--- src/rtl/assert_macros.svh ---
// ----------------------------------------------------------------------------
// assert_macros.svh
// Concurrent assertion helpers used by the top-level RTL file.
// ----------------------------------------------------------------------------
`ifndef ASSERT_MACROS_SVH
`define ASSERT_MACROS_SVH

`ifndef NO_ASSERTIONS

// same-cycle implication
`define ASSERT_IMPLIES(label, clk, rst, lhs, rhs) \
   label: assert property (@(posedge clk) disable iff (rst) (lhs) |-> (rhs)) \
      else $error("implication check failed");

// next-cycle implication
`define ASSERT_NEXT(label, clk, rst, lhs, rhs) \
   label: assert property (@(posedge clk) disable iff (rst) (lhs) |=> (rhs)) \
      else $error("next-cycle check failed");

`else

`define ASSERT_IMPLIES(label, clk, rst, lhs, rhs)
`define ASSERT_NEXT(label, clk, rst, lhs, rhs)

`endif

`endif

--- src/rtl/fe3w_pkg.sv ---
// ----------------------------------------------------------------------------
// fe3w_pkg
// Shared constants and types of the empty 3x3 window search.
// ----------------------------------------------------------------------------
package fe3w_pkg;

   localparam int MAX_WIDTH_DEF  = 256;
   localparam int MAX_HEIGHT_DEF = 256;

   localparam logic [7:0] EMPTY_CODE     = 8'd32;
   localparam int         EXCLUDE_RADIUS = 4;

   localparam int CSR_ADDR_W = 5;
   localparam int CSR_DATA_W = 32;

   typedef enum logic [2:0] {
      REG_MAP_WIDTH      = 3'd0,
      REG_MAP_HEIGHT     = 3'd1,
      REG_EXCLUDE_ENABLE = 3'd2,
      REG_EXCLUDE_COL    = 3'd3,
      REG_EXCLUDE_ROW    = 3'd4
   } reg_index_type;

   typedef struct packed {
      logic [8:0] map_width;
      logic [8:0] map_height;
      logic       exclude_enable;
      logic [7:0] exclude_col;
      logic [7:0] exclude_row;
   } cfg_type;

   localparam logic [8:0] MAP_WIDTH_RST  = 9'd256;
   localparam logic [8:0] MAP_HEIGHT_RST = 9'd256;

endpackage

--- src/rtl/fe3w_ram.sv ---
// ----------------------------------------------------------------------------
// fe3w_ram
// Generic simple dual-port RAM, one write and one registered read port.
// ----------------------------------------------------------------------------
module fe3w_ram #(
   parameter int WIDTH = 2,
   parameter int DEPTH = 256
) (
   input  logic                     clock,
   input  logic                     wr_en,
   input  logic [$clog2(DEPTH)-1:0] wr_addr,
   input  logic [WIDTH-1:0]         wr_data,
   input  logic                     rd_en,
   input  logic [$clog2(DEPTH)-1:0] rd_addr,
   output logic [WIDTH-1:0]         rd_data
);

   logic [WIDTH-1:0] mem_ff [DEPTH];
   logic [WIDTH-1:0] rd_data_ff;

   always_ff @(posedge clock) begin
      if (wr_en) begin
         mem_ff[wr_addr] <= wr_data;
      end
      if (rd_en) begin
         rd_data_ff <= mem_ff[rd_addr];
      end
   end

   assign rd_data = rd_data_ff;

endmodule

--- src/rtl/fe3w_csr.sv ---
// ----------------------------------------------------------------------------
// fe3w_csr
// Configuration registers behind the APB-style port.
// ----------------------------------------------------------------------------
module fe3w_csr (
   input  logic                             clock,
   input  logic                             reset,
   input  logic                             csr_psel,
   input  logic                             csr_penable,
   input  logic                             csr_pwrite,
   input  logic [fe3w_pkg::CSR_ADDR_W-1:0]  csr_paddr,
   input  logic [fe3w_pkg::CSR_DATA_W-1:0]  csr_pwdata,
   output logic [fe3w_pkg::CSR_DATA_W-1:0]  csr_prdata,
   output logic                             csr_pready,
   output fe3w_pkg::cfg_type                cfg
);

   fe3w_pkg::cfg_type cfg_ff;
   fe3w_pkg::cfg_type cfg_in;
   logic [2:0]        reg_idx;
   logic              wr_hit;

   assign reg_idx    = csr_paddr[4:2];
   assign wr_hit     = csr_psel && csr_penable && csr_pwrite;
   assign csr_pready = 1'b1;

   always_comb begin
      cfg_in = cfg_ff;
      if (wr_hit) begin
         case (reg_idx)
            fe3w_pkg::REG_MAP_WIDTH:      cfg_in.map_width      = csr_pwdata[8:0];
            fe3w_pkg::REG_MAP_HEIGHT:     cfg_in.map_height     = csr_pwdata[8:0];
            fe3w_pkg::REG_EXCLUDE_ENABLE: cfg_in.exclude_enable = csr_pwdata[0];
            fe3w_pkg::REG_EXCLUDE_COL:    cfg_in.exclude_col    = csr_pwdata[7:0];
            fe3w_pkg::REG_EXCLUDE_ROW:    cfg_in.exclude_row    = csr_pwdata[7:0];
            default: ;
         endcase
      end
   end

   always_comb begin
      csr_prdata = '0;
      case (reg_idx)
         fe3w_pkg::REG_MAP_WIDTH:      csr_prdata = 32'(cfg_ff.map_width);
         fe3w_pkg::REG_MAP_HEIGHT:     csr_prdata = 32'(cfg_ff.map_height);
         fe3w_pkg::REG_EXCLUDE_ENABLE: csr_prdata = 32'(cfg_ff.exclude_enable);
         fe3w_pkg::REG_EXCLUDE_COL:    csr_prdata = 32'(cfg_ff.exclude_col);
         fe3w_pkg::REG_EXCLUDE_ROW:    csr_prdata = 32'(cfg_ff.exclude_row);
         default:                      csr_prdata = '0;
      endcase
   end

   always_ff @(posedge clock) begin
      if (reset) begin
         cfg_ff.map_width      <= fe3w_pkg::MAP_WIDTH_RST;
         cfg_ff.map_height     <= fe3w_pkg::MAP_HEIGHT_RST;
         cfg_ff.exclude_enable <= 1'b0;
         cfg_ff.exclude_col    <= '0;
         cfg_ff.exclude_row    <= '0;
      end else begin
         cfg_ff <= cfg_in;
      end
   end

   assign cfg = cfg_ff;

endmodule

--- src/rtl/fe3w_scan.sv ---
// ----------------------------------------------------------------------------
// fe3w_scan
// Raster position counters, line-buffer read-modify-write and window check.
// ----------------------------------------------------------------------------
module fe3w_scan #(
   parameter int MAX_WIDTH  = fe3w_pkg::MAX_WIDTH_DEF,
   parameter int MAX_HEIGHT = fe3w_pkg::MAX_HEIGHT_DEF
) (
   input  logic                         clock,
   input  logic                         reset,
   input  fe3w_pkg::cfg_type            cfg,
   input  logic                         req_tvalid,
   output logic                         req_tready,
   input  logic [7:0]                   req_tdata,
   output logic                         rsp_tvalid,
   input  logic                         rsp_tready,
   output logic [15:0]                  rsp_tdata,
   output logic                         rsp_tuser,
   // line buffer port, bit 0 row above, bit 1 two rows above
   output logic                         lb_wr_en,
   output logic [$clog2(MAX_WIDTH)-1:0] lb_wr_addr,
   output logic [1:0]                   lb_wr_data,
   output logic                         lb_rd_en,
   output logic [$clog2(MAX_WIDTH)-1:0] lb_rd_addr,
   input  logic [1:0]                   lb_rd_data
);

   localparam int CW   = $clog2(MAX_WIDTH);
   localparam int RW   = $clog2(MAX_HEIGHT);
   localparam int CMPC = (CW + 1 > 9) ? CW + 1 : 9;
   localparam int CMPR = (RW + 1 > 9) ? RW + 1 : 9;
   localparam int XC   = (CW > 8) ? CW : 8;
   localparam int XR   = (RW > 8) ? RW : 8;

   // front stage: position counters
   logic [CW-1:0] col_ff, col_in;
   logic [RW-1:0] row_ff, row_in;
   logic [CW:0]   fill_ff, fill_in;
   logic          accept, last_col, last_row, fwd_hit, rd_ok;

   // back stage: line-buffer data arrives here
   logic          s1_valid_ff, s1_valid_in;
   logic          s1_cur_ff;
   logic [CW-1:0] s1_col_ff;
   logic [RW-1:0] s1_row_ff;
   logic          s1_last_col_ff, s1_last_row_ff;
   logic          s1_fwd_ff, s1_rd_ok_ff;
   logic [1:0]    s1_fwd_data_ff;
   logic          s1_go, s1_end;

   logic [1:0]    lb_eff;
   logic          col_flag, skip, hit_now;
   logic [CW-1:0] cx;
   logic [RW-1:0] cy;
   logic [XC-1:0] cx_x, ex_col_x, d_col;
   logic [XR-1:0] cy_x, ex_row_x, d_row;

   logic [1:0]    recent_ff, recent_in;
   logic          hit_seen_ff, hit_seen_in, hit_seen_new;
   logic [7:0]    hit_col_ff, hit_col_in, hit_col_new;
   logic [7:0]    hit_row_ff, hit_row_in, hit_row_new;

   logic          rsp_valid_ff, rsp_valid_in;
   logic          rsp_found_ff, rsp_found_in;
   logic [7:0]    rsp_col_ff, rsp_col_in;
   logic [7:0]    rsp_row_ff, rsp_row_in;

   // a waiting result only holds back a second map end
   assign s1_end     = s1_last_col_ff && s1_last_row_ff;
   assign s1_go      = s1_valid_ff && (!s1_end || !rsp_valid_ff || rsp_tready);
   assign req_tready = !s1_valid_ff || s1_go;
   assign accept     = req_tvalid && req_tready;

   // a zero size register ends every row / map at once
   assign last_col = (col_ff == CW'(MAX_WIDTH - 1)) ||
                     (CMPC'(col_ff) + CMPC'(1) >= CMPC'(cfg.map_width));
   assign last_row = (row_ff == RW'(MAX_HEIGHT - 1)) ||
                     (CMPR'(row_ff) + CMPR'(1) >= CMPR'(cfg.map_height));

   // columns are always written in ascending order, so written entries form a prefix
   assign rd_ok   = (CW'(0) == CW'(0)) && ((CW + 1)'(col_ff) < fill_ff);
   assign fwd_hit = s1_go && (s1_col_ff == col_ff);

   assign lb_rd_en   = accept;
   assign lb_rd_addr = col_ff;

   always_comb begin
      col_in  = col_ff;
      row_in  = row_ff;
      if (accept) begin
         if (!last_col) begin
            col_in = col_ff + CW'(1);
         end else begin
            col_in = '0;
            row_in = last_row ? '0 : row_ff + RW'(1);
         end
      end
   end

   assign s1_valid_in = accept || (s1_valid_ff && !s1_go);

   // back stage: window check
   always_comb begin
      if (s1_fwd_ff) begin
         lb_eff = s1_fwd_data_ff;
      end else if (s1_rd_ok_ff) begin
         lb_eff = lb_rd_data;
      end else begin
         lb_eff = 2'b00;
      end
   end

   assign col_flag = s1_cur_ff && lb_eff[0] && lb_eff[1];
   assign cx       = s1_col_ff - CW'(1);
   assign cy       = s1_row_ff - RW'(1);
   assign cx_x     = XC'(cx);
   assign cy_x     = XR'(cy);
   assign ex_col_x = XC'(cfg.exclude_col);
   assign ex_row_x = XR'(cfg.exclude_row);
   assign d_col    = (cx_x > ex_col_x) ? cx_x - ex_col_x : ex_col_x - cx_x;
   assign d_row    = (cy_x > ex_row_x) ? cy_x - ex_row_x : ex_row_x - cy_x;
   assign skip     = cfg.exclude_enable &&
                     (d_col <= XC'(fe3w_pkg::EXCLUDE_RADIUS)) &&
                     (d_row <= XR'(fe3w_pkg::EXCLUDE_RADIUS));

   assign hit_now = !hit_seen_ff && (s1_row_ff >= RW'(3)) && (s1_col_ff >= CW'(3)) &&
                    col_flag && (recent_ff == 2'b11) && !skip;

   assign hit_seen_new = hit_seen_ff || hit_now;
   assign hit_col_new  = hit_now ? cx_x[7:0] : hit_col_ff;
   assign hit_row_new  = hit_now ? cy_x[7:0] : hit_row_ff;

   assign lb_wr_en   = s1_go;
   assign lb_wr_addr = s1_col_ff;
   assign lb_wr_data = {lb_eff[0], s1_cur_ff};

   always_comb begin
      recent_in    = recent_ff;
      hit_seen_in  = hit_seen_ff;
      hit_col_in   = hit_col_ff;
      hit_row_in   = hit_row_ff;
      fill_in      = fill_ff;
      rsp_valid_in = rsp_valid_ff && !rsp_tready;
      rsp_found_in = rsp_found_ff;
      rsp_col_in   = rsp_col_ff;
      rsp_row_in   = rsp_row_ff;
      if (s1_go) begin
         recent_in   = s1_last_col_ff ? 2'b00 : {recent_ff[0], col_flag};
         hit_seen_in = hit_seen_new;
         hit_col_in  = hit_col_new;
         hit_row_in  = hit_row_new;
         if ((CW + 1)'(s1_col_ff) == fill_ff) begin
            fill_in = fill_ff + (CW + 1)'(1);
         end
         if (s1_end) begin
            rsp_valid_in = 1'b1;
            rsp_found_in = hit_seen_new;
            rsp_col_in   = hit_seen_new ? hit_col_new : 8'd0;
            rsp_row_in   = hit_seen_new ? hit_row_new : 8'd0;
            hit_seen_in  = 1'b0;
            hit_col_in   = 8'd0;
            hit_row_in   = 8'd0;
         end
      end
   end

   always_ff @(posedge clock) begin
      if (reset) begin
         col_ff       <= '0;
         row_ff       <= '0;
         fill_ff      <= '0;
         s1_valid_ff  <= 1'b0;
         recent_ff    <= 2'b00;
         hit_seen_ff  <= 1'b0;
         hit_col_ff   <= 8'd0;
         hit_row_ff   <= 8'd0;
         rsp_valid_ff <= 1'b0;
      end else begin
         col_ff       <= col_in;
         row_ff       <= row_in;
         fill_ff      <= fill_in;
         s1_valid_ff  <= s1_valid_in;
         recent_ff    <= recent_in;
         hit_seen_ff  <= hit_seen_in;
         hit_col_ff   <= hit_col_in;
         hit_row_ff   <= hit_row_in;
         rsp_valid_ff <= rsp_valid_in;
      end
   end

   always_ff @(posedge clock) begin
      if (accept) begin
         s1_cur_ff      <= (req_tdata == fe3w_pkg::EMPTY_CODE);
         s1_col_ff      <= col_ff;
         s1_row_ff      <= row_ff;
         s1_last_col_ff <= last_col;
         s1_last_row_ff <= last_row;
         s1_rd_ok_ff    <= rd_ok;
         // same column written back this cycle: RAM still returns the old word
         s1_fwd_ff      <= fwd_hit;
         s1_fwd_data_ff <= lb_wr_data;
      end
      rsp_found_ff <= rsp_found_in;
      rsp_col_ff   <= rsp_col_in;
      rsp_row_ff   <= rsp_row_in;
   end

   assign rsp_tvalid = rsp_valid_ff;
   assign rsp_tuser  = rsp_found_ff;
   assign rsp_tdata  = {rsp_row_ff, rsp_col_ff};

endmodule

--- src/rtl/first_empty_3x3_window_search.sv ---
// ----------------------------------------------------------------------------
// first_empty_3x3_window_search
// Finds the first all-space 3x3 window of a raster character map.
// ----------------------------------------------------------------------------
// Takes one cell per clock, sustained, and answers once per map with the
// centre of the first all-empty window, registered from the back stage on
// the last cell of a map. The rate is set by the line buffer: one 2-bit
// wide, MAX_WIDTH deep RAM holding the empty flags of the two rows above,
// read when a cell is taken and written back from the back stage, with the
// write forwarded when the next cell hits the same column. The RAM needs no
// clearing pass after reset: a fill count marks the columns written so far.
// The input stalls only when a map end meets an earlier result not yet taken.
// ----------------------------------------------------------------------------
`include "assert_macros.svh"

module first_empty_3x3_window_search #(
   parameter int MAX_WIDTH  = fe3w_pkg::MAX_WIDTH_DEF,
   parameter int MAX_HEIGHT = fe3w_pkg::MAX_HEIGHT_DEF
) (
   input  logic                             clock,
   input  logic                             reset,
   input  logic                             req_tvalid,
   output logic                             req_tready,
   input  logic [7:0]                       req_tdata,   // [7:0] cell_code
   output logic                             rsp_tvalid,
   input  logic                             rsp_tready,
   output logic [15:0]                      rsp_tdata,   // [7:0] centre_col, [15:8] centre_row
   output logic                             rsp_tuser,   // [0] found
   input  logic                             csr_psel,
   input  logic                             csr_penable,
   input  logic                             csr_pwrite,
   input  logic [fe3w_pkg::CSR_ADDR_W-1:0]  csr_paddr,
   input  logic [fe3w_pkg::CSR_DATA_W-1:0]  csr_pwdata,
   output logic [fe3w_pkg::CSR_DATA_W-1:0]  csr_prdata,
   output logic                             csr_pready
);

   localparam int CW = $clog2(MAX_WIDTH);

   fe3w_pkg::cfg_type cfg;
   logic              lb_wr_en, lb_rd_en;
   logic [CW-1:0]     lb_wr_addr, lb_rd_addr;
   logic [1:0]        lb_wr_data, lb_rd_data;

   fe3w_csr u_csr (
      .clock       (clock),
      .reset       (reset),
      .csr_psel    (csr_psel),
      .csr_penable (csr_penable),
      .csr_pwrite  (csr_pwrite),
      .csr_paddr   (csr_paddr),
      .csr_pwdata  (csr_pwdata),
      .csr_prdata  (csr_prdata),
      .csr_pready  (csr_pready),
      .cfg         (cfg)
   );

   fe3w_ram #(
      .WIDTH (2),
      .DEPTH (MAX_WIDTH)
   ) u_line_buf (
      .clock   (clock),
      .wr_en   (lb_wr_en),
      .wr_addr (lb_wr_addr),
      .wr_data (lb_wr_data),
      .rd_en   (lb_rd_en),
      .rd_addr (lb_rd_addr),
      .rd_data (lb_rd_data)
   );

   fe3w_scan #(
      .MAX_WIDTH  (MAX_WIDTH),
      .MAX_HEIGHT (MAX_HEIGHT)
   ) u_scan (
      .clock      (clock),
      .reset      (reset),
      .cfg        (cfg),
      .req_tvalid (req_tvalid),
      .req_tready (req_tready),
      .req_tdata  (req_tdata),
      .rsp_tvalid (rsp_tvalid),
      .rsp_tready (rsp_tready),
      .rsp_tdata  (rsp_tdata),
      .rsp_tuser  (rsp_tuser),
      .lb_wr_en   (lb_wr_en),
      .lb_wr_addr (lb_wr_addr),
      .lb_wr_data (lb_wr_data),
      .lb_rd_en   (lb_rd_en),
      .lb_rd_addr (lb_rd_addr),
      .lb_rd_data (lb_rd_data)
   );

   // input only stalls behind a result that is waiting on the output
   `ASSERT_IMPLIES(a_stall_cause, clock, reset, !req_tready, rsp_tvalid && !rsp_tready)

   // no window found means a zero centre
   `ASSERT_IMPLIES(a_miss_zero, clock, reset, rsp_tvalid && !rsp_tuser, rsp_tdata == 16'd0)

   // the line buffer is only read when a cell is taken
   `ASSERT_IMPLIES(a_read_on_accept, clock, reset, lb_rd_en, req_tvalid && req_tready)

   // a taken cell is written back next cycle unless the input is stalled
   `ASSERT_NEXT(a_writeback, clock, reset, req_tvalid && req_tready,
                lb_wr_en || !req_tready)

endmodule

--- config.mk ---
export PLATFORM = sky130hd
export DESIGN_NAME = first_empty_3x3_window_search
export DESIGN_NICKNAME = d
export VERILOG_FILES = /design/src/rtl/fe3w_pkg.sv /design/src/rtl/fe3w_ram.sv /design/src/rtl/fe3w_csr.sv /design/src/rtl/fe3w_scan.sv /design/src/rtl/first_empty_3x3_window_search.sv
export VERILOG_INCLUDE_DIRS = /design/src /design/src/rtl
export SDC_FILE = /design/constraint.sdc
export NUM_CORES = 1
export LEC_CHECK = 0
export BUFFER_PORTS_ARGS = -buffer_cell sky130_fd_sc_hd__buf_2
export CAP_MARGIN = 30
export CELL_PAD_IN_SITES_DETAIL_PLACEMENT = 2
export CELL_PAD_IN_SITES_GLOBAL_PLACEMENT = 2
export CORE_ASPECT_RATIO = 0.5
export CORE_MARGIN = 1.5
export CORE_UTILIZATION = 45
export CTS_CLUSTER_SIZE = 24
export DETAILED_ROUTE_END_ITERATION = 10
export PLACE_DENSITY = 0.86
export RECOVER_POWER = 25
export REMOVE_ABC_BUFFERS = 1
export SLEW_MARGIN = 10
export SYNTH_ARGS = -nofsm -noshare
export SYNTH_HDL_FRONTEND = slang
export SYNTH_SLANG_ARGS = --single-unit
--- constraint.sdc ---
create_clock -name clock -period 18.65 [get_ports clock]
set_input_delay 1.865 -clock clock [delete_from_list [all_inputs] [get_ports clock]]
set_output_delay 1.865 -clock clock [all_outputs]
set_load 0.02 [all_outputs]
Word level (Yosys, flattened, before mapping)
Memory sizes are Yosys's and may differ from the RTL's. A register that Yosys moved wholly into a read port is not among the register bits.
Cells that the tools add are included.

cells by class
  add/subtract/negate cells = 11
  multipliers = 0
  divide/modulo/power cells = 0
  $lt $le $gt $ge = 9
  equality and inequality tests = 10
  shift-type cells = 0
  multiplexer cells = 17
  bitwise operators = 0
  reduce and logical (&&, ||, !) cells = 40

operators by type and width
  operator                                                           number
  2-to-1 mux 8 bit                                                   8
  one-hot mux 9 bit (5 select lines)                                 1
  subtractor 8 bit                                                   4
  adder 8 x 1 -> 9 bit, second input constant                        2
  greater-or-equal comparator 9 bit                                  2
  logical AND 1 bit                                                  17
  adder 8 x 1 -> 8 bit, second input constant                        2
  == test 8 bit, second input constant                               2
  greater-or-equal comparator 8 x 2 -> 1 bit, second input constant  2
  greater-than comparator 8 bit                                      2
  <= comparator 8 x 3 -> 1 bit, second input constant                2
  AND reduction 2 bit                                                8
  subtractor 8 x 1 -> 8 bit, second input constant                   2
  adder 9 x 1 -> 9 bit, second input constant                        1
  == test 8 x 9 -> 1 bit                                             1
  less-than comparator 8 x 9 -> 1 bit                                1
  == test 8 x 6 -> 1 bit, second input constant                      1
  == test 8 bit                                                      1
  logical NOT 1 bit                                                  7
  logical OR 1 bit                                                   7
  == test 3 x 2 -> 1 bit, second input constant                      2
  2-to-1 mux 2 bit                                                   3
  2-to-1 mux 1 bit                                                   5
  == test 3 x 1 -> 1 bit, second input constant                      1
  3 further kinds                                                    3

word-level totals
  register bits = 121
  bits in latches = 0
  RAM bits = 512
  bits in read-only memories = 0
  input port bits = 52
  output and inout bits = 52
  word-level logic and storage cells = 113
  memories = 1

memory list
  memory             depth  bits a word  read ports  clocked after Yosys merged registers in  wr ports  RTL line        text
  u_line_buf.mem_ff  256    2            1           1                                        1         fe3w_ram.sv:18  logic [WIDTH-1:0] mem_ff [DEPTH];

Longest topological paths before layout
Gate-level depths: netlist of run 1.

  word-level depth = 10
  depth in mapped cells = 20
  depth with buffers taken out = 16

By module
From an unflattened synthesis of run 1, not the netlist that was laid out.

second synthesis, totals
  cell total of the unflattened synthesis = 2099
  area, all modules = 29137.9 sq um

modules (own cells, without submodules)
  module     times used  cells an instance  area each (sq um)  sequential area each (sq um)
  fe3w_ram   1           1242               21401.8            15434.8
  fe3w_scan  1           646                5800.6             2122.0
  fe3w_csr   1           211                1935.6             700.7

Worst setup path before layout of run 1
No wires, ideal clock.

  path kind = reg2reg
  from = register u_scan.s1_fwd_ff
  to = register u_scan.hit_col_ff[5]
  library setup time = 0.131 ns
  data arrival time = 12.788 ns
  required time = 18.519 ns
  slack = 5.730 ns
  cell stages (with the launch flop) = 9
  buffers on the path = 1
  clock period less this slack = 12.920 ns
  cells stage by stage = edfxtp_1 o21ai_0 and3_1 o41ai_1 nor3_1 clkbuf_1 nor3_1 a211oi_1 o31ai_1

between the ends
  cells in the longest elaborated chain, start to end = 8

ends and longest elaborated chain
  what                             RTL line                             text
  start, declared                  fe3w_scan.sv:47                      logic s1_fwd_ff, s1_rd_ok_ff;
  start signal, assigned           fe3w_scan.sv:200                     s1_fwd_ff <= fwd_hit;
  2-to-1 mux 2 bit                 fe3w_scan.sv:104                     if (s1_fwd_ff) begin
  net lb_wr_data[1]                first_empty_3x3_window_search.sv:43  logic [1:0] lb_wr_data, lb_rd_data;
  logical AND 1 bit (2 in series)  fe3w_scan.sv:113                     assign col_flag = s1_cur_ff && lb_eff[0] && lb_eff[1];
  logical AND 1 bit                fe3w_scan.sv:126                     assign hit_now = !hit_seen_ff && (s1_row_ff >= RW'(3)) && (s1_col_ff >= CW'(3)) &&
  logical AND 1 bit (2 in series)  fe3w_scan.sv:127                     col_flag && (recent_ff == 2'b11) && !skip;
  2-to-1 mux 8 bit                 fe3w_scan.sv:130                     assign hit_col_new = hit_now ? cx_x[7:0] : hit_col_ff;
  2-to-1 mux 8 bit                 fe3w_scan.sv:155                     if (s1_end) begin
  end signal, assigned             fe3w_scan.sv:185                     hit_col_ff <= hit_col_in;
  end, declared                    fe3w_scan.sv:60                      logic [7:0] hit_col_ff, hit_col_in, hit_col_new;

The timed path passes the listed nets, and every way through them passes these cells.
A chain may end at the register's enable or synchronous reset.

Final worst setup path of run 1
  from = register u_scan.s1_cur_ff
  to = memory u_line_buf.mem_ff[68][0] (data pin)

RTL lines
  what                    RTL line          text
  start, declared         fe3w_scan.sv:43   logic s1_cur_ff;
  start signal, assigned  fe3w_scan.sv:193  s1_cur_ff <= (req_tdata == fe3w_pkg::EMPTY_CODE);
  end, declared           fe3w_ram.sv:18

Straight into the memory's write port.

==> impl_metrics.tcl, run 1 <==
set metrics [dict create \
    worst-path-stages 1 \
    startpoint_type "register" \
    gp_congestion 0.870 \
    hold_depth 2 \
    wl_mm 110 \
    drc_errors 0 \
    die_w_um 361 \
    ys.flop_type "edfxtp_1" \
    r2r_cells 1 \
    viasPerCell 6.68 \
    post-route-period-util_pct 55.2 \
    seq_area_frac_synth_pct 63.3 \
    numCtsBuffers 57 \
    postSynthCellCount 2012 \
    grt_pass1_wl_mm 159 \
    synthTopCellsByArea "edfxtp_1 58%, mux4_2 13%, dfxtp_1 5.6%" \
    cts_setup_buffers 0 \
    io_buffers 54 \
    pin_count 104 \
    p_leak_nw 10.3 \
    final-hold-violation-count 0 \
    clock_skew_ns 0.0261 \
    dr.pass1.iters 6 \
    root_buffer "clkbuf_16" \
    slew_violations 479 \
    violations "capacitance limit, slew limit" \
    synth_cell_type_count 71 \
    cp.arrival_ns 9.18 \
    tns_ns 0 \
    ant_nets 0 \
    hold_path.class "reg -> reg" \
    first_global_vias 20700 \
    nNetsFinal 2160 \
    dp.cells 2817 \
    num_antenna_cells 0 \
    critical_path_class "reg -> reg" \
    synth_area_um2 28900 \
    fmax_ghz 0.0972 \
    worst_path_largest_cell_delay_ns 7.11 \
    crit_required_ns 17.54 \
    outcome "finished with violations" \
    cts_tree "yes" \
    globalRouteOverflowTotal 0 \
    path_buf_inv 1 \
    die_h_um 182 \
    ys.warnings.count 0 \
    finalNonFillerCells 2928 \
    avgSynthCellArea_um2 14.3 \
    die_area_um2 65700 \
    drive_gt1_share_pct 17.6 \
    grt_usage_pct 33.6 \
    antenna_found_initial 2 \
    crit_fanout 242 \
    synth-edff-count 554 \
    layout_min_cycle_time_ns 10.29 \
    clkSlewWorstSetupHoldPaths_ns 0.08 \
    crit_chain "clkbuf_1" \
    drt_iter0_markers 2399 \
    htreeDepth 2 \
    n_fill_cell 5808 \
    setup_viol 0 \
    tightest_slew_ns 10.62 \
    max_cap_viol_count 9 \
    worst_path_max_delay_cell "clkbuf_1" \
    grt_max_degree 243 \
    powerDensity_nw_per_um2 96.2 \
    vias 19600 \
    dp_hpwl_mm 64.3 \
    rsz0062_at_grt "no" \
    area_delta_synth_final_pct 10.4 \
    clock_path_buffers 3 \
    clk-insertion-delay-late_ns 0.65 \
    wire_per_inst_um 37.7 \
    ctsResizeCount 0 \
    cts_hold_buf 0 \
    synth_top_area_share_pct 57.7 \
    cp_top_family "buffers and inverters" \
    ys_seq_elements 635 \
    synth_top_cell_by_area "edfxtp_1" \
    cts_sinks 635 \
    async_reset_ff_share_pct 0 \
    max-vdd-ir-drop_uv 71.9 \
    core-area_um2 63200 \
    rows 65 \
    start_util_pct 45.7 \
    slew_headroom_pct -608 \
    end_kind "register" \
]
[tightest hold or removal path, stage by stage (launching register included)]
cell and delay, ns:
dfxtp_1 0.34, nand2_1 0.07, a21oi_1 0.07
[layout make-up]
cell class / instances / area, µm² / share of cell area [%]
Clock buffer: 70 / 1520 / 4.76
Clock inverter: 36 / 354 / 1.11
Inverter: 71 / 267 / 0.836
Multi-Input combinational cell: 1181 / 9720 / 30.5
Sequential cell: 635 / 18300 / 57.3
Tap cell: 837 / 1050 / 3.29
Timing Repair Buffer: 98 / 697 / 2.19
[registers in the layout, summed over array words and instances (netlist names), 2 cells and up]
signal / cells
u_scan.fill_ff: 9
u_scan.rsp_row_ff: 8
u_line_buf.rd_data: 2
u_scan.rsp_col_ff: 8
u_scan.s1_row_ff: 8
u_scan.row_ff: 8
u_csr.cfg: 35
u_scan.lb_rd_addr: 8
u_scan.s1_fwd_data_ff: 2
u_line_buf.mem_ff: 512
u_scan.hit_row_ff: 8
u_scan.recent_ff: 2
u_scan.lb_wr_addr: 8
u_scan.hit_col_ff: 8
[layer usage]
layer | wire, µm | GRT usage (%) | vias up | part of all wire, %
met2 | 52700 | 55.0 | 1324 | 48
met4 | 4420 | 12.3 | 0 | 4.0
li1 | - | - | 7591 | -
met5 | 0 | 0 | - | 0
met1 | 44000 | 45.9 | 10400 | 40
met3 | 9340 | 5.45 | 278 | 8.5
[worst paths after layout]
| check | startpoint | endpoint | slack [ns] |
|---|---|---|---|
| worst min-delay path | u_scan.recent_ff[1]$_SDFFE_PP0P_ | u_scan.recent_ff[1]$_SDFFE_PP0P_ | 0.53 |
| worst min register to register | u_scan.recent_ff[1]$_SDFFE_PP0P_ | u_scan.recent_ff[1]$_SDFFE_PP0P_ | 0.53 |
| worst max register to register | u_scan.s1_cur_ff$_DFFE_PP_ | u_line_buf.mem_ff[68][0]$_DFFE_PP_ | 8.36 |
| worst max-delay path | u_scan.s1_cur_ff$_DFFE_PP_ | u_line_buf.mem_ff[68][0]$_DFFE_PP_ | 8.36 |
[cell families (layout without fill, tap and decap cells)]
logic type               after synthesis  after routing  synth area share [%]
multiplexers                         208            208                  14.6
buffers and inverters                218            275                  3.36
adder cells (fa/ha/maj)               64             64                  2.78
XOR/XNOR                              49             49                  1.49
AO/OA/AOI/OAI                        201            201                  4.63
other                                  2             24                0.0260
AND/OR/NAND/NOR                      635            635                  9.86
flip-flops                           635            635                  63.3
[Yosys cell counts, types with 19 or more instances]
cell type  instances
buf_4             29
mux2i_1           38
a21oi_1           34
a211oi_1          24
nand2b_1          24
edfxtp_1         554
mux4_2           170
clkbuf_1          83
nand3_1           32
o21ai_0           35
ha_1              64
a21o_1            19
nand2_1           89
dfxtp_1           81
inv_1             70
nor3_1            36
nor2_1           363
xnor2_1           36
[per-stage QoR]
step                power (mW)  util (%)  worst slack (ns)  instance area (µm²)  hold WS [ns]
global route              3.12      50.4              8.08                31900         0.532
CTS                       3.06      50.4             12.16                31900         0.512
global placement          1.78      47.2             12.86                29800         0.445
finish                    3.07      50.4              8.36                31900         0.525
detailed placement        1.80      47.5             12.60                30000         0.492
floorplan                 1.75         -              4.84                28200         0.426
[placed cells by master (no fill, tap or decap), types with 16 or more instances in the layout]
cell,netlist,routed
a211oi_1,24,24
a21o_1,19,19
a21oi_1,34,34
buf_2,16,55
buf_4,29,22
clkbuf_1,83,17
clkbuf_16,0,58
conb_1,2,24
dfxtp_1,81,79
edfxtp_1,554,554
ha_1,64,64
inv_1,70,70
mux2i_1,38,38
mux4_2,170,170
nand2_1,89,89
nand2b_1,24,24
nand3_1,32,32
nand4_1,16,16
nor2_1,363,363
nor3_1,36,35
o21ai_0,35,35
o21ai_1,17,17
o31ai_1,17,17
xnor2_1,36,36
[where the power goes]
group / leakage, nW / switching [mW] / total (mW) / internal [mW]
logic: 3.61 / 0.140 / 0.219 / 0.0790
registers: 5.73 / 0.0137 / 1.57 / 1.56
clock network: 0.910 / 0.613 / 1.28 / 0.665
Note: power is estimated with default switching activity, not from simulation.
==> run 2, diff against run 1 <==
==> constraint.sdc (replaced) <==
create_clock -name clock -period 10.1 [get_ports clock]
set_input_delay 1.01 -clock clock [delete_from_list [all_inputs] [get_ports clock]]
set_output_delay 1.01 -clock clock [all_outputs]
set_load 0.02 [all_outputs]
==> run 2 against run 1 <==
Compared with the run above:
- sequential share of layout area is 0.17 points higher
- critical path type unchanged
- first-iteration DRC count is 21% higher
- the flow still finishes with violations (capacitance limit, slew limit)
- worst setup slack worse by 5.5 ns
- core utilization is 0.14 points lower
==> impl_metrics.tcl, run 2 (same netlist as run 1, synthesis figures left out) <==
set metrics [dict create \
    p_seq_share_pct 51.0 \
    grt_max_degree 259 \
    drt_iter0_markers 2900 \
    end_kind "register" \
    p_int_mw 4.18 \
    setup_viol 0 \
    drive_gt1_share_pct 17.3 \
    globalRouteOverflowTotal 0 \
    start_util_pct 45.7 \
    wl_mm 117 \
    crit_chain "nand2_1 -> o21ai_0 -> clkbuf_2 -> and3_1 -> o41ai_1 -> nor3_2 -> buf_4 -> nand2b_1 -> buf_4 -> o31ai_1" \
    ant_nets 0 \
    root_buffer "clkbuf_16" \
    fin_ws_ns 2.87 \
    ctsResizeCount 0 \
    holdWs_ns 0.495 \
    path_buf_inv 3 \
    power_mw 5.67 \
    fmax_ghz 0.138 \
    pin_count 104 \
    cts_tree "yes" \
    post-route-period-util_pct 71.6 \
    swShare_pct 26.2 \
    first_global_vias 20500 \
    cts_setup_buffers 0 \
    rows 65 \
    die_h_um 182 \
    largest-register "u_line_buf.mem_ff" \
    io_buffers 54 \
    htreeDepth 2 \
    crit_fanout 258 \
    vias 20100 \
    rsz0062_at_grt "no" \
    antenna_found_initial 6 \
    max-vdd-ir-drop_uv 133 \
    worst_path_largest_cell_delay_ns 3.60 \
    clk-insertion-delay-late_ns 0.66 \
    pre_cts_ws_ns 3.97 \
    hold_path.class "reg -> reg" \
    cts_sinks 635 \
    n_fill_cell 5791 \
    final-hold-violation-count 0 \
    critical_path_class "reg -> reg" \
    gp_congestion 0.846 \
    cp.arrival_ns 7.76 \
    tightest_slew_ns 5.28 \
    final_cell_mix "554 x edfxtp_1, 363 x nor2_1, 170 x mux4_2" \
    slew_headroom_pct -252 \
    startpoint_type "register" \
    die_w_um 361 \
    area_delta_synth_final_pct 10.1 \
    worst_path_max_delay_cell "clkbuf_2" \
    powerDensity_nw_per_um2 178 \
    final-seq-area_um2 18300 \
    numCtsBuffers 58 \
    outcome "finished with violations" \
    combPwrFrac_pct 7.2 \
    slew_violations 653 \
    viasPerCell 6.88 \
    die_area_um2 65700 \
    core-area_um2 63200 \
    violations "capacitance limit, slew limit" \
    clock_skew_ns 0.0378 \
    wire_per_inst_um 39.8 \
    clkPwrFrac_pct 41.7 \
    clkSlewWorstSetupHoldPaths_ns 0.09 \
    p_leak_nw 10.2 \
    cp_top_family "buffers and inverters" \
    layout_commonest_cell "edfxtp_1" \
    nNetsFinal 2159 \
    layout_min_cycle_time_ns 7.23 \
    multi_input_area_um2 9720 \
    finish.utilization_pct 50.3 \
    cts_hold_buf 0 \
    dr.pass1.iters 5 \
    tns_ns 0 \
    path_common_cell "buf_4" \
    max_cap_viol_count 10 \
    drc_errors 0 \
    grt_pass1_wl_mm 156 \
    dp_hpwl_mm 62.2 \
    clock_path_buffers 3 \
    grt_usage_pct 32.9 \
    crit_required_ns 10.62 \
    largest_reg_flops 512 \
    power.switching_mw 1.48 \
]
-- run 2: changes by cell type in the layout (fill, tap and decap cells not counted), sizes merged --
cell | previous run | this run
diode | 0 | 1
bufinv | 6 | 4
buf | 91 | 85
clkbuf | 77 | 82
inv | 71 | 72
clkinvlp | 5 | 4
clkinv | 25 | 26
-- run 2: path summary, 6_finish.rpt --
kind	from	endpoint	slack [ns]	cells after the start
setup / recovery	u_scan.s1_rd_ok_ff$_DFFE_PP_	u_scan.hit_col_ff[3]$_SDFFE_PP0P_	2.87	10
hold / removal	u_scan.recent_ff[1]$_SDFFE_PP0P_	u_scan.recent_ff[1]$_SDFFE_PP0P_	0.50	2
setup reg to reg	u_scan.s1_rd_ok_ff$_DFFE_PP_	u_scan.hit_col_ff[3]$_SDFFE_PP0P_	2.87	10
hold reg to reg	u_scan.recent_ff[1]$_SDFFE_PP0P_	u_scan.recent_ff[1]$_SDFFE_PP0P_	0.50	2
-- run 2: final cells by class --
cell class,instances,share of cell area (%)
Clock buffer,71,4.72
Tap cell,837,3.30
Timing Repair Buffer,96,2.11
Multi-Input combinational cell,1181,30.6
Sequential cell,635,57.5
Antenna cell,1,0.00788
Inverter,71,0.839
Clock inverter,35,0.957
-- run 2: routing by layer --
metal / GRT usage (%) / wire length (µm) / part of all wire [%]
met4: 12.0 / 4830 / 4.1
met5: 0 / 38 / 0.033
met1: 45.3 / 45400 / 39
met2: 52.8 / 54100 / 46
met3: 5.74 / 12300 / 11
-- run 2: stage by stage --
stage,instance area (µm²),std cells
finish,31800,2927
global route,31800,2926
CTS,31800,2922
detailed placement,30000,2816
global placement,29800,2805
floorplan,28200,1887
-- run 2: power by group through the flow --
stage | clock network (mW) | logic [mW] | registers (mW)
5_1_grt | 2.42 | 0.427 | 2.89
3_3_place_gp | 0 | 0.348 | 2.94
3_5_place_dp | 0 | 0.374 | 2.94
6_report | 2.36 | 0.411 | 2.89
4_1_cts | 2.28 | 0.389 | 2.89
2_1_floorplan | 0 | 0.242 | 2.98
-- run 2: worst reg2reg max path, cell delays in order (launching register included) --
cell and delay, ns:
edfxtp_1 0.49, nand2_1 0.13, o21ai_0 0.27, clkbuf_2 3.60, and3_1 0.76, o41ai_1 0.22
nor3_2 0.14, buf_4 0.29, nand2b_1 0.45, buf_4 0.39, o31ai_1 0.36
